--- src/hw/rtl/kpd_pkg.sv ---
// key press event detector package
// record, phase, event and register index types plus reset constants and click limits
// no dependencies
`default_nettype none

package kpd_pkg;

   typedef enum logic [1:0] {
      PH_RELEASED = 2'd0,
      PH_DEBOUNCE = 2'd1,
      PH_PRESSED  = 2'd2,
      PH_LONG     = 2'd3
   } phase_type;

   typedef enum logic [1:0] {
      EV_NONE  = 2'd0,
      EV_SHORT = 2'd1,
      EV_LONG  = 2'd2,
      EV_MULTI = 2'd3
   } event_type;

   typedef enum logic [2:0] {
      CSR_RELEASE_TRIGGER = 3'd0,
      CSR_SHORT_ENABLE    = 3'd1,
      CSR_LONG_ENABLE     = 3'd2,
      CSR_MULTI_ENABLE    = 3'd3,
      CSR_DEBOUNCE_MS     = 3'd4,
      CSR_LONG_PRESS_MS   = 3'd5,
      CSR_CLICK_GAP_MS    = 3'd6
   } csr_index_type;

   typedef struct packed {
      phase_type   phase;
      logic [31:0] press_start_time;
      logic [31:0] release_time;
      logic [7:0]  click_tally;
      logic        held_flag;
      logic        short_fired;
      logic        long_fired;
   } key_rec_type;

   localparam key_rec_type KEY_REC_RESET = '{
      phase:            PH_RELEASED,
      press_start_time: 32'd0,
      release_time:     32'd0,
      click_tally:      8'd0,
      held_flag:        1'b0,
      short_fired:      1'b0,
      long_fired:       1'b0
   };

   localparam logic [7:0]  RELEASE_TRIGGER_RESET = 8'hFF;
   localparam logic [15:0] DEBOUNCE_MS_RESET     = 16'd10;
   localparam logic [15:0] LONG_PRESS_MS_RESET   = 16'd1000;
   localparam logic [15:0] CLICK_GAP_MS_RESET    = 16'd300;
   localparam logic [7:0]  MULTI_MIN_CLICKS      = 8'd2;
   localparam logic [7:0]  TALLY_MAX             = 8'hFF;

endpackage

`default_nettype wire

--- src/hw/rtl/key_press_event_detector.sv ---
// key press event detector top level
// per-key record memory with read, update and write back, forwarding of the last write
// depends on kpd_pkg
//
// channel   direction  transaction content
// req_*     in         tdata: key_index[2:0], pin_pressed[3], now_ms[35:4], zero fill
// rsp_*     out        tdata: key_number[2:0], click_count[10:3]; tuser: event_kind
// csr_*     in         csr_index selects register, csr_data carries its value
//
// one transaction per cycle unless rsp_tready stalls; result via update and output registers
// the key record memory is read at acceptance and written in the update stage
// a key that matches the last write takes its record from the last-write register
// reset clears per-key valid bits at once; no clearing pass
// rsp_tready low holds the output and the update stage; req_tready drops when both are held
`default_nettype none

module key_press_event_detector #(
   parameter int NUM_KEYS = 8
) (
   input  wire logic        clock,
   input  wire logic        reset,

   input  wire logic        req_tvalid,
   output      logic        req_tready,
   input  wire logic [39:0] req_tdata,   // key_index, pin_pressed, now_ms, zero fill

   output      logic        rsp_tvalid,
   input  wire logic        rsp_tready,
   output      logic [15:0] rsp_tdata,   // key_number, click_count, zero fill
   output      logic [1:0]  rsp_tuser,   // event_kind

   input  wire logic        csr_valid,
   output      logic        csr_ready,
   input  wire logic [2:0]  csr_index,
   input  wire logic [15:0] csr_data
);

   localparam int DEPTH  = (NUM_KEYS < 8) ? NUM_KEYS : 8;
   localparam int ADDR_W = (DEPTH > 1) ? $clog2(DEPTH) : 1;

   // configuration registers
   logic [7:0]  release_mask_ff;
   logic [7:0]  short_mask_ff;
   logic [7:0]  long_mask_ff;
   logic [7:0]  multi_mask_ff;
   logic [15:0] debounce_ms_ff;
   logic [15:0] long_press_ms_ff;
   logic [15:0] click_gap_ms_ff;

   assign csr_ready = 1'b1;

   always_ff @(posedge clock) begin
      if (reset) begin
         release_mask_ff  <= kpd_pkg::RELEASE_TRIGGER_RESET;
         short_mask_ff    <= 8'd0;
         long_mask_ff     <= 8'd0;
         multi_mask_ff    <= 8'd0;
         debounce_ms_ff   <= kpd_pkg::DEBOUNCE_MS_RESET;
         long_press_ms_ff <= kpd_pkg::LONG_PRESS_MS_RESET;
         click_gap_ms_ff  <= kpd_pkg::CLICK_GAP_MS_RESET;
      end else if (csr_valid && csr_ready) begin
         case (csr_index)
            kpd_pkg::CSR_RELEASE_TRIGGER: release_mask_ff  <= csr_data[7:0];
            kpd_pkg::CSR_SHORT_ENABLE:    short_mask_ff    <= csr_data[7:0];
            kpd_pkg::CSR_LONG_ENABLE:     long_mask_ff     <= csr_data[7:0];
            kpd_pkg::CSR_MULTI_ENABLE:    multi_mask_ff    <= csr_data[7:0];
            kpd_pkg::CSR_DEBOUNCE_MS:     debounce_ms_ff   <= csr_data;
            kpd_pkg::CSR_LONG_PRESS_MS:   long_press_ms_ff <= csr_data;
            kpd_pkg::CSR_CLICK_GAP_MS:    click_gap_ms_ff  <= csr_data;
            default: ;
         endcase
      end
   end

   // input fields
   logic [2:0]  req_key;
   logic        req_pin;
   logic [31:0] req_now;
   logic        req_accept;

   assign req_key    = req_tdata[2:0];
   assign req_pin    = req_tdata[3];
   assign req_now    = req_tdata[35:4];
   assign req_accept = req_tvalid && req_tready;

   // update stage registers
   logic        s1_valid_ff;
   logic [2:0]  s1_key_ff;
   logic        s1_pin_ff;
   logic [31:0] s1_now_ff;
   logic        s1_key_ok_ff;
   logic        s1_advance;

   // output registers
   logic        rsp_valid_ff;
   logic [2:0]  rsp_key_ff;
   logic [1:0]  rsp_kind_ff;
   logic [7:0]  rsp_count_ff;

   assign s1_advance = s1_valid_ff && (!rsp_valid_ff || rsp_tready);
   assign req_tready = !s1_valid_ff || s1_advance;

   // key record memory
   kpd_pkg::key_rec_type mem [DEPTH];
   logic [DEPTH-1:0]     vld_ff;
   kpd_pkg::key_rec_type rd_rec_ff;
   logic                 rd_vld_ff;

   // last write register
   logic                 fwd_valid_ff;
   logic [ADDR_W-1:0]    fwd_addr_ff;
   kpd_pkg::key_rec_type fwd_rec_ff;

   logic [ADDR_W-1:0]    rd_addr;
   logic [ADDR_W-1:0]    wr_addr;
   logic                 wr_en;
   kpd_pkg::key_rec_type rec_in;

   assign rd_addr = req_key[ADDR_W-1:0];
   assign wr_addr = s1_key_ff[ADDR_W-1:0];
   assign wr_en   = s1_advance && s1_key_ok_ff;

   always_ff @(posedge clock) begin
      if (req_accept) begin
         rd_rec_ff <= mem[rd_addr];
         rd_vld_ff <= vld_ff[rd_addr];
      end
      if (wr_en) begin
         mem[wr_addr] <= rec_in;
      end
   end

   always_ff @(posedge clock) begin
      if (reset) begin
         vld_ff       <= '0;
         fwd_valid_ff <= 1'b0;
      end else if (wr_en) begin
         vld_ff[wr_addr] <= 1'b1;
         fwd_valid_ff    <= 1'b1;
      end
   end

   always_ff @(posedge clock) begin
      if (wr_en) begin
         fwd_addr_ff <= wr_addr;
         fwd_rec_ff  <= rec_in;
      end
   end

   always_ff @(posedge clock) begin
      if (reset) begin
         s1_valid_ff <= 1'b0;
      end else if (req_tready) begin
         s1_valid_ff <= req_tvalid;
      end
   end

   always_ff @(posedge clock) begin
      if (req_accept) begin
         s1_key_ff    <= req_key;
         s1_pin_ff    <= req_pin;
         s1_now_ff    <= req_now;
         s1_key_ok_ff <= (32'(req_key) < NUM_KEYS);
      end
   end

   // record update
   kpd_pkg::key_rec_type cur;
   kpd_pkg::event_type   kind_in;
   logic [7:0]           count_in;
   logic [31:0]          since_release;
   logic [31:0]          since_press;
   logic                 on_release;
   logic                 short_en;
   logic                 long_en;
   logic                 multi_en;

   always_comb begin
      if (fwd_valid_ff && fwd_addr_ff == wr_addr) begin
         cur = fwd_rec_ff;
      end else if (rd_vld_ff) begin
         cur = rd_rec_ff;
      end else begin
         cur = kpd_pkg::KEY_REC_RESET;
      end

      on_release    = release_mask_ff[s1_key_ff];
      short_en      = short_mask_ff[s1_key_ff];
      long_en       = long_mask_ff[s1_key_ff];
      multi_en      = multi_mask_ff[s1_key_ff];
      since_release = s1_now_ff - cur.release_time;
      since_press   = s1_now_ff - cur.press_start_time;

      rec_in   = cur;
      kind_in  = kpd_pkg::EV_NONE;
      count_in = 8'd0;

      case (cur.phase)
         kpd_pkg::PH_RELEASED: begin
            if (cur.held_flag && on_release && since_release >= 32'(click_gap_ms_ff)) begin
               rec_in.release_time = 32'd0;
               if (cur.click_tally >= kpd_pkg::MULTI_MIN_CLICKS && multi_en) begin
                  kind_in  = kpd_pkg::EV_MULTI;
                  count_in = cur.click_tally;
               end else if (short_en) begin
                  kind_in = kpd_pkg::EV_SHORT;
               end
               rec_in.click_tally = 8'd0;
               rec_in.held_flag   = 1'b0;
            end else if (s1_pin_ff) begin
               rec_in.phase            = kpd_pkg::PH_DEBOUNCE;
               rec_in.press_start_time = s1_now_ff;
            end
         end
         kpd_pkg::PH_DEBOUNCE: begin
            if (since_press > 32'(debounce_ms_ff)) begin
               if (s1_pin_ff) begin
                  rec_in.held_flag        = 1'b1;
                  rec_in.press_start_time = s1_now_ff;
                  rec_in.phase            = kpd_pkg::PH_PRESSED;
               end else begin
                  rec_in.held_flag = 1'b0;
                  rec_in.phase     = kpd_pkg::PH_RELEASED;
               end
            end
         end
         kpd_pkg::PH_PRESSED: begin
            if (!on_release && !cur.short_fired && short_en) begin
               kind_in            = kpd_pkg::EV_SHORT;
               rec_in.short_fired = 1'b1;
            end else if (s1_pin_ff) begin
               if (since_press >= 32'(long_press_ms_ff)) begin
                  rec_in.phase = kpd_pkg::PH_LONG;
               end
            end else begin
               if (cur.click_tally != kpd_pkg::TALLY_MAX) begin
                  rec_in.click_tally = cur.click_tally + 8'd1;
               end
               rec_in.short_fired  = 1'b0;
               rec_in.release_time = s1_now_ff;
               rec_in.phase        = kpd_pkg::PH_RELEASED;
            end
         end
         default: begin
            if (!s1_pin_ff) begin
               rec_in.short_fired = 1'b0;
               rec_in.long_fired  = 1'b0;
               rec_in.phase       = kpd_pkg::PH_RELEASED;
               if (long_en && on_release) begin
                  kind_in = kpd_pkg::EV_LONG;
               end
               rec_in.click_tally  = 8'd0;
               rec_in.release_time = s1_now_ff;
               rec_in.held_flag    = 1'b0;
            end else if (long_en && !on_release && !cur.long_fired) begin
               kind_in           = kpd_pkg::EV_LONG;
               rec_in.long_fired = 1'b1;
            end
         end
      endcase

      if (!s1_key_ok_ff) begin
         kind_in  = kpd_pkg::EV_NONE;
         count_in = 8'd0;
      end
   end

   always_ff @(posedge clock) begin
      if (reset) begin
         rsp_valid_ff <= 1'b0;
      end else if (s1_advance) begin
         rsp_valid_ff <= 1'b1;
      end else if (rsp_tready) begin
         rsp_valid_ff <= 1'b0;
      end
   end

   always_ff @(posedge clock) begin
      if (s1_advance) begin
         rsp_key_ff   <= s1_key_ff;
         rsp_kind_ff  <= kind_in;
         rsp_count_ff <= count_in;
      end
   end

   assign rsp_tvalid = rsp_valid_ff;
   assign rsp_tdata  = {5'd0, rsp_count_ff, rsp_key_ff};
   assign rsp_tuser  = rsp_kind_ff;

   // checks
   a_multi_count: assert property (@(posedge clock) disable iff (reset)
      rsp_valid_ff && rsp_kind_ff == kpd_pkg::EV_MULTI |-> rsp_count_ff >= kpd_pkg::MULTI_MIN_CLICKS)
      else $error("multi-click with fewer than two clicks");

   a_count_zero: assert property (@(posedge clock) disable iff (reset)
      rsp_valid_ff && rsp_kind_ff != kpd_pkg::EV_MULTI |-> rsp_count_ff == 8'd0)
      else $error("click count on a non multi-click result");

   a_accept_fills: assert property (@(posedge clock) disable iff (reset)
      req_accept |=> s1_valid_ff)
      else $error("accepted transaction lost before update stage");

   a_stage_holds: assert property (@(posedge clock) disable iff (reset)
      s1_valid_ff && !s1_advance |=> s1_valid_ff && $stable(s1_key_ff) && $stable(s1_now_ff))
      else $error("stalled update stage changed");

   a_write_only_on_advance: assert property (@(posedge clock) disable iff (reset)
      wr_en |-> s1_valid_ff && (!rsp_valid_ff || rsp_tready))
      else $error("record written without a transaction leaving");

endmodule

`default_nettype wire
--- config.mk ---
export PLATFORM = sky130hd
export DESIGN_NAME = key_press_event_detector
export DESIGN_NICKNAME = d
export VERILOG_FILES = /design/src/hw/rtl/kpd_pkg.sv /design/src/hw/rtl/key_press_event_detector.sv
export SDC_FILE = /design/constraint.sdc
export NUM_CORES = 1
export LEC_CHECK = 0
export ABC_AREA = 0
export BUFFER_PORTS_ARGS = -buffer_cell sky130_fd_sc_hd__clkbuf_2
export CELL_PAD_IN_SITES_DETAIL_PLACEMENT = 2
export CELL_PAD_IN_SITES_GLOBAL_PLACEMENT = 2
export CORE_UTILIZATION = 50
export DETAILED_ROUTE_END_ITERATION = 12
export PLACE_DENSITY = 0.82
export REMOVE_ABC_BUFFERS = 1
export SYNTH_ARGS = -nofsm -noshare
export SYNTH_HDL_FRONTEND = slang
export SYNTH_SLANG_ARGS = --single-unit
--- constraint.sdc ---
create_clock -name clock -period 22 [get_ports clock]
set_input_delay 5.5 -clock clock [delete_from_list [all_inputs] [get_ports clock]]
set_output_delay 5.5 -clock clock [all_outputs]
set_load 0.03 [all_outputs]
==> results.yml, run 1 <==
run_status:
  outcome: "complete, but fails checks"
  violations: "DRC"
final_layout:
  fin_util: 0.563
  fillers: 7135
  multi_input_area_um2: 13600
  drive_gt1_frac: 0.180
  diodes: 0
  syn_to_final_growth_pct: 11.3
  ff_latch_area_um2: 26400
  nets: 3016
die:
  io_pins: 85
  fp.dieW_um: 288
  start_util: 0.506
  core-area_um2: 80800
  fp-row-count: 104
  dieArea_um2: 83000
  die_h_um: 288
cts:
  cts_inserted_buffers: 96
  cts_root_buf: "clkbuf_16"
  hold_buffers: 0
  post_cts_buffers: 0
  cts_max_path_buffers: 3
  clock_latency_ns: 0.68
  cts.sinks: 911
  cts.repair.resized: 0
  clkTransAtPathRegs_ns: 0.05
  cts_tree: "done"
  ctsHtreeMaxLevel: 3
sta:
  slew-limit-headroom: 0.170
  worst_pin_slew_ns: 1.23
  fin_crit_sh: 0.533
  fin_setup_tns_ns: 0
  finClkSkew_ns: 0.0377
  slew_viol_final: 0
  finalHoldViolCount: 0
  rsz0062_at_grt: "no"
  period_minus_slack_ns: 11.73
  setup_viol: 0
  fmax_mhz: 85.2
setup_path:
  slowest_delay_ns: 0.32
  criticalPathCategory: "in2out"
  cp.arrival_ns: 6.23
  critical_path_required_ns: 16.50
  crit_slowest_cell: "nor2b_1"
  crit_chain: "clkbuf_2 > nor2b_1 > nand2_1 > clkbuf_2"
  cp-start-kind: "primary input"
  crit_top_cell: "clkbuf_2"
  critPathMaxFanout: 4
  cp-end-kind: "output pin"
detailed_routing:
  wl_per_cell_um: 35.6
  firstDrtPassIters: 12
  antenna_left: 0
  wl_met3_mm: 8.95
  drt_iter0_markers: 2936
  viasPerCell: 6.70
  top_layer: "met5"
  drc: 5
  wl_met1_mm: 55.9
  wl_met2_mm: 70.8
  vias: 26700
  drt_wl_total_mm: 142
logic_synthesis:
  synth-edff-count: 820
  syn_inst: 2786
  synth.cell_area_um2: 40900
  synth_ff_type: "edfxtp_1"
  yosysSeqAreaShare: 0.646
  ys_warn_count: 0
  synth_cell_types: 85
  ys_ff_latch: 911
  synthArstFlopShare: 0
  synth_area_per_cell_um2: 14.7
place:
  gp_congestion: 0.856
  dpl.hpwl_mm: 86.7
  port_buffers: 74
grt:
  overflow: 0
  grt_max_degree: 97
  grt_usage: 0.345
  antenna_found_initial: 1
  grt_pass1_vias: 29200
  grt_first_pass_wirelength_mm: 206
power:
  irDropWorstVdd_mv: 0.0761
  leakagePower_nw: 15.8
  powerDensity_nw_per_um2: 90.8
flow_run:
  maxCapViolCount: 0
worst_hold_path:
  hp-class: "reg2reg"
-- worst max-delay path, delay by kind of cell --
kind,cells,cell delay [ns]
buf+inv,2,0.28
simple gates,2,0.45
-- logic make-up after synthesis --
| kind of cell | Yosys count | share of synthesized area |
|---|---|---|
| mux | 298 | 0.125 |
| flops | 911 | 0.646 |
| compound gates | 536 | 0.0850 |
| simple gates | 619 | 0.0723 |
| buf+inv | 257 | 0.0251 |
| xor+xnor | 56 | 0.0135 |
| fa+ha+maj | 107 | 0.0326 |
| other cells | 2 | 0.000183 |
-- state kept, by name, summed over array words and instances, names as in the netlist, 2 cells and up --
signal	flops
mem	616
debounce_ms_ff	16
short_mask_ff	8
fwd_rec_ff	77
s1_key_ff	3
rsp_count_ff	8
rd_rec_ff	77
multi_mask_ff	8
rsp_key_ff	3
click_gap_ms_ff	16
release_mask_ff	8
vld_ff	8
long_press_ms_ff	16
long_mask_ff	8
s1_now_ff	32
rsp_tuser	2
-- where the power goes --
group | switching [mW] | internal, mW
clock | 0.729 | 0.931
sequential | 0.0327 | 1.95
combinational | 0.329 | 0.160
total | 1.09 | 3.05
-- cells in the mapped netlist (all sizes together) (7+ instances only) --
cell type  count  area [µm²]
edfxtp       820       24600
nand2        227         852
a21oi        211        1060
mux4         160        3600
nor2         139         522
clkbuf       114         428
inv          106         398
ha           102        1280
dfxtp         91        1820
mux2          86         968
o21ai         71         355
and3          70         438
a21o          53         398
mux2i         52         546
xnor2         43         440
buf           37         203
a22o          35         307
nand3         31         160
nor3          28         140
nand4         27         184
a211o         25         219
nor2b         22         138
o21a          19         143
nand2b        16         100
o21bai        15         113
a31oi         14        87.6
xor2          13         114
and2          12        75.1
o31ai         11        82.6
or3           11        68.8
nor4          10        68.8
o22ai         10        62.6
a211oi         7        52.6
-- layout by cell type, fill, tap and decap left out, types with 10 or more instances in the layout --
master       n
nand4_1     26
and3_1      70
and2_1      11
clkbuf_2    70
o21bai_1    15
ha_1       102
a211o_1     25
nor3_1      24
buf_4       38
a31oi_1     14
nand2_1    227
clkbuf_16   97
mux2i_1     50
inv_1      106
or3_1       11
xor2_1      13
o22ai_1     10
nand2b_1    16
a22o_1      35
mux4_2     160
mux2_2      85
a21o_1      53
a21oi_1    211
edfxtp_1   820
nor2_1     133
xnor2_1     39
dfxtp_1     91
o31ai_1     11
clkinv_2    15
nand3_1     30
o21ai_0     70
clkinv_1    19
clkbuf_1    27
nor2b_1     21
o21a_1      19
-- layout make-up --
| type | count | area share |
|---|---|---|
| timing repair buffer | 112 | 0.0151 |
| inverter | 106 | 0.00874 |
| tap | 1060 | 0.0291 |
| clock buffer | 126 | 0.0561 |
| multi-input combinational | 1622 | 0.298 |
| sequential | 911 | 0.581 |
| clock inverter | 52 | 0.0125 |
-- worst paths after layout --
check	startpoint	to	slack (ns)	cells after the start
max reg2reg	s1_key_ff[2]$_DFFE_PP_	mem[4][53]$_DFFE_PP_	10.56	25
min	long_press_ms_ff[15]$_SDFFE_PP0P_	long_press_ms_ff[15]$_SDFFE_PP0P_	0.46	2
min reg2reg	long_press_ms_ff[15]$_SDFFE_PP0P_	long_press_ms_ff[15]$_SDFFE_PP0P_	0.46	2
max	rsp_tready	req_tready	10.27	4
-- metal layers --
layer	global-route usage	vias to the layer above
li1	-	10900
met1	0.448	14100
met2	0.590	1307
met3	0.0436	400
met4	0.142	2
met5	0	-
-- per-stage QoR --
step | power [mW] | area, µm² | hold WS (ns) | std cells | setup WS [ns]
3_3_place_gp | 2.43 | 42400 | 0.438 | 3811 | 10.32
3_5_place_dp | 2.49 | 42400 | 0.453 | 3811 | 10.25
2_1_floorplan | 2.28 | 40300 | 0.425 | 2639 | 5.72
5_1_grt | 4.22 | 45500 | 0.480 | 3989 | 10.18
6_report | 4.14 | 45500 | 0.460 | 3989 | 10.27
4_1_cts | 4.14 | 45500 | 0.461 | 3989 | 10.26
No activity file was read; power rests on OpenSTA's default activity.
==> inputs of run 2 (changes only) <==
ABC_AREA = 1   (was 0)
CORE_UTILIZATION = 42   (was 50)
PLACE_DENSITY = 0.77   (was 0.82)
clock period = 11.75 ns   (was 22 ns; I/O delays follow)
==> run 2 against run 1 <==
Against the previous run:
- the run now ends clean
- critical path depth up 24
- via count up 26%
- global-route usage down 4.1 points
- total power up 96%
- largest cell class unchanged
- highest routed layer is now met4
- sequential share of layout area down 2.4 points
- synthesized area up 4.1%
==> results.yml, run 2 <==
final_layout:
  largest_reg_flops: 616
  layout_commonest_cell: "edfxtp_1"
  design_area_um2: 47500
  largest-register: "mem"
  drive_gt1_frac: 0.0783
  diodes: 0
  fin_util: 0.473
  top_regs: "mem (616), fwd_rec_ff (77), rd_rec_ff (77)"
  layout_common_cells: "edfxtp_1, nor2_1, nand2_1, o21ai_0, inv_1"
  syn_to_final_growth_pct: 11.4
  nets: 4454
detailed_routing:
  wl_met2_mm: 77.2
  wl_met3_mm: 7.89
  viasPerCell: 5.89
  drt_wl_total_mm: 157
  top_layer: "met4"
  vias: 33700
  wl_met1_mm: 66.3
  drc: 0
  antenna_left: 0
  wl_per_cell_um: 27.3
  drt_iter0_markers: 2734
  firstDrtPassIters: 5
sta:
  fin_setup_tns_ns: 0
  period_minus_slack_ns: 8.74
  finClkSkew_ns: 0.0376
  slew-limit-headroom: 0.195
  slew_viol_final: 0
  fmax_mhz: 114
  hold_ws_ns: 0.458
  worst_pin_slew_ns: 1.21
  fin_crit_sh: 0.744
  setup_viol: 0
  rsz0062_at_grt: "no"
  finalHoldViolCount: 0
setup_path:
  critPathMaxFanout: 49
  criticalPathCategory: "reg2reg"
  cp-start-kind: "register"
  crit_slowest_cell: "o21ai_4"
  crit_top_cell: "nand2_1"
  critical_path_required_ns: 12.21
  slowest_delay_ns: 0.83
  cp-end-kind: "register"
  crit_buf_inv: 5
  cp.arrival_ns: 9.20
  crit_family: "simple AND/OR/NAND/NOR gates"
flow_run:
  maxCapViolCount: 0
logic_synthesis:
  synth_top_area_frac: 0.578
  synth_commonest_cells: "edfxtp_1, nor2_1, nand2_1"
  ys_ff_latch: 911
  yosysSeqAreaShare: 0.621
  syn_inst: 4268
  yosysMostFrequentCell: "edfxtp_1"
  synth_area_per_cell_um2: 9.98
  synth_ff_type: "edfxtp_1"
  synth.cell_area_um2: 42600
  synth_top_cell_by_area: "edfxtp_1"
  synthArstFlopShare: 0
  ys_warn_count: 0
  synth_cell_types: 56
  synth-edff-count: 820
  synthTopCellsByArea: "edfxtp_1, o21ai_0, nor2_1"
cts:
  hold_buffers: 0
  cts.sinks: 911
  post_cts_buffers: 0
  cts_root_buf: "clkbuf_16"
  cts_inserted_buffers: 99
  cts_tree: "done"
  ctsHtreeMaxLevel: 3
  cts.repair.resized: 0
  cts_max_path_buffers: 3
  clkTransAtPathRegs_ns: 0.06
  clock_latency_ns: 0.71
grt:
  grt_usage: 0.304
  overflow: 0
  grt_pass1_vias: 36600
  grt_first_pass_wirelength_mm: 233
  grt_max_degree: 176
  antenna_found_initial: 1
die:
  die_h_um: 321
  start_util: 0.425
  fp-row-count: 116
  io_pins: 85
  core-area_um2: 100000
  dieArea_um2: 103000
  fp.dieW_um: 321
place:
  gp_congestion: 0.902
  dpl.hpwl_mm: 99.5
  place_area_um2: 44300
  port_buffers: 74
power:
  irDropWorstVdd_mv: 0.129
  leakagePower_nw: 17.7
  powerDensity_nw_per_um2: 171
worst_hold_path:
  hp-class: "reg2reg"
run_status:
  outcome: "finished, final reports clean"
==> run 2: cell count changes after synthesis, moves of 85 or more <==
| cell | delta |
|---|---|
| nor2_1 | +599 |
| o21ai_0 | +484 |
| nand2_1 | +340 |
| inv_1 | +265 |
| nand3_1 | +180 |
| mux4_2 | -160 |
| o22ai_1 | +107 |
| mux2_2 | -85 |
==> run 2: kinds of logic after synthesis <==
kind of cell             after synthesis  synth area share
AND/OR/NAND/NOR                     1638             0.159
other                                  2          0.000176
adder cells (fa/ha/maj)              103            0.0304
flip-flops                           911             0.621
AO/OA/AOI/OAI                        983             0.127
XOR/XNOR                              41           0.00843
buffers and inverters                590            0.0538
==> run 2: per-stage QoR <==
stage | total power, mW | cells | setup slack (ns)
floorplan | 4.54 | 4067 | 4.34
global placement | 4.97 | 5543 | 3.40
detailed placement | 5.05 | 5543 | 3.23
CTS | 8.14 | 5726 | 3.11
global route | 8.37 | 5726 | 2.55
finish | 8.11 | 5726 | 3.01
==> run 2: layout make-up <==
class,count,area [µm²]
fillers,10400,52800
flip-flops and latches,911,26400
multi-input cells,2771,14000
clock buffers,123,2640
well taps,1357,1700
inverters,385,1470
repair buffers,119,737
clock inverters,60,513
==> run 2: path summary, 6_finish.rpt <==
path,startpoint,to,slack [ns],depth (start not counted)
setup reg to reg,s1_key_ff[2]$_DFFE_PP_,mem[0][74]$_DFFE_PP_,3.01,28
setup / recovery,s1_key_ff[2]$_DFFE_PP_,mem[0][74]$_DFFE_PP_,3.01,28
hold / removal,multi_mask_ff[4]$_SDFFE_PP0P_,multi_mask_ff[4]$_SDFFE_PP0P_,0.46,2
hold reg to reg,multi_mask_ff[4]$_SDFFE_PP0P_,multi_mask_ff[4]$_SDFFE_PP0P_,0.46,2
==> run 2: tightest hold or removal path, delay by kind of cell, from the launching register on <==
family                 cells  cell delay, ns
buffers and inverters      1            0.05
flip-flops                 1            0.31
AO/OA/AOI/OAI              1            0.05
==> run 2: report_power, final <==
| part | switching (mW) | internal, mW | total [mW] |
|---|---|---|---|
| combinational | 0.924 | 0.307 | 1.23 |
| sequential | 0.0483 | 3.73 | 3.78 |
| clock | 1.35 | 1.75 | 3.10 |
| total | 2.32 | 5.78 | 8.11 |
==> run 2: per-layer routing <==
layer	vias up	GRT usage
met5	-	0
met4	0	0.104
li1	14900	-
met2	1029	0.522
met1	17400	0.394
met3	309	0.0412
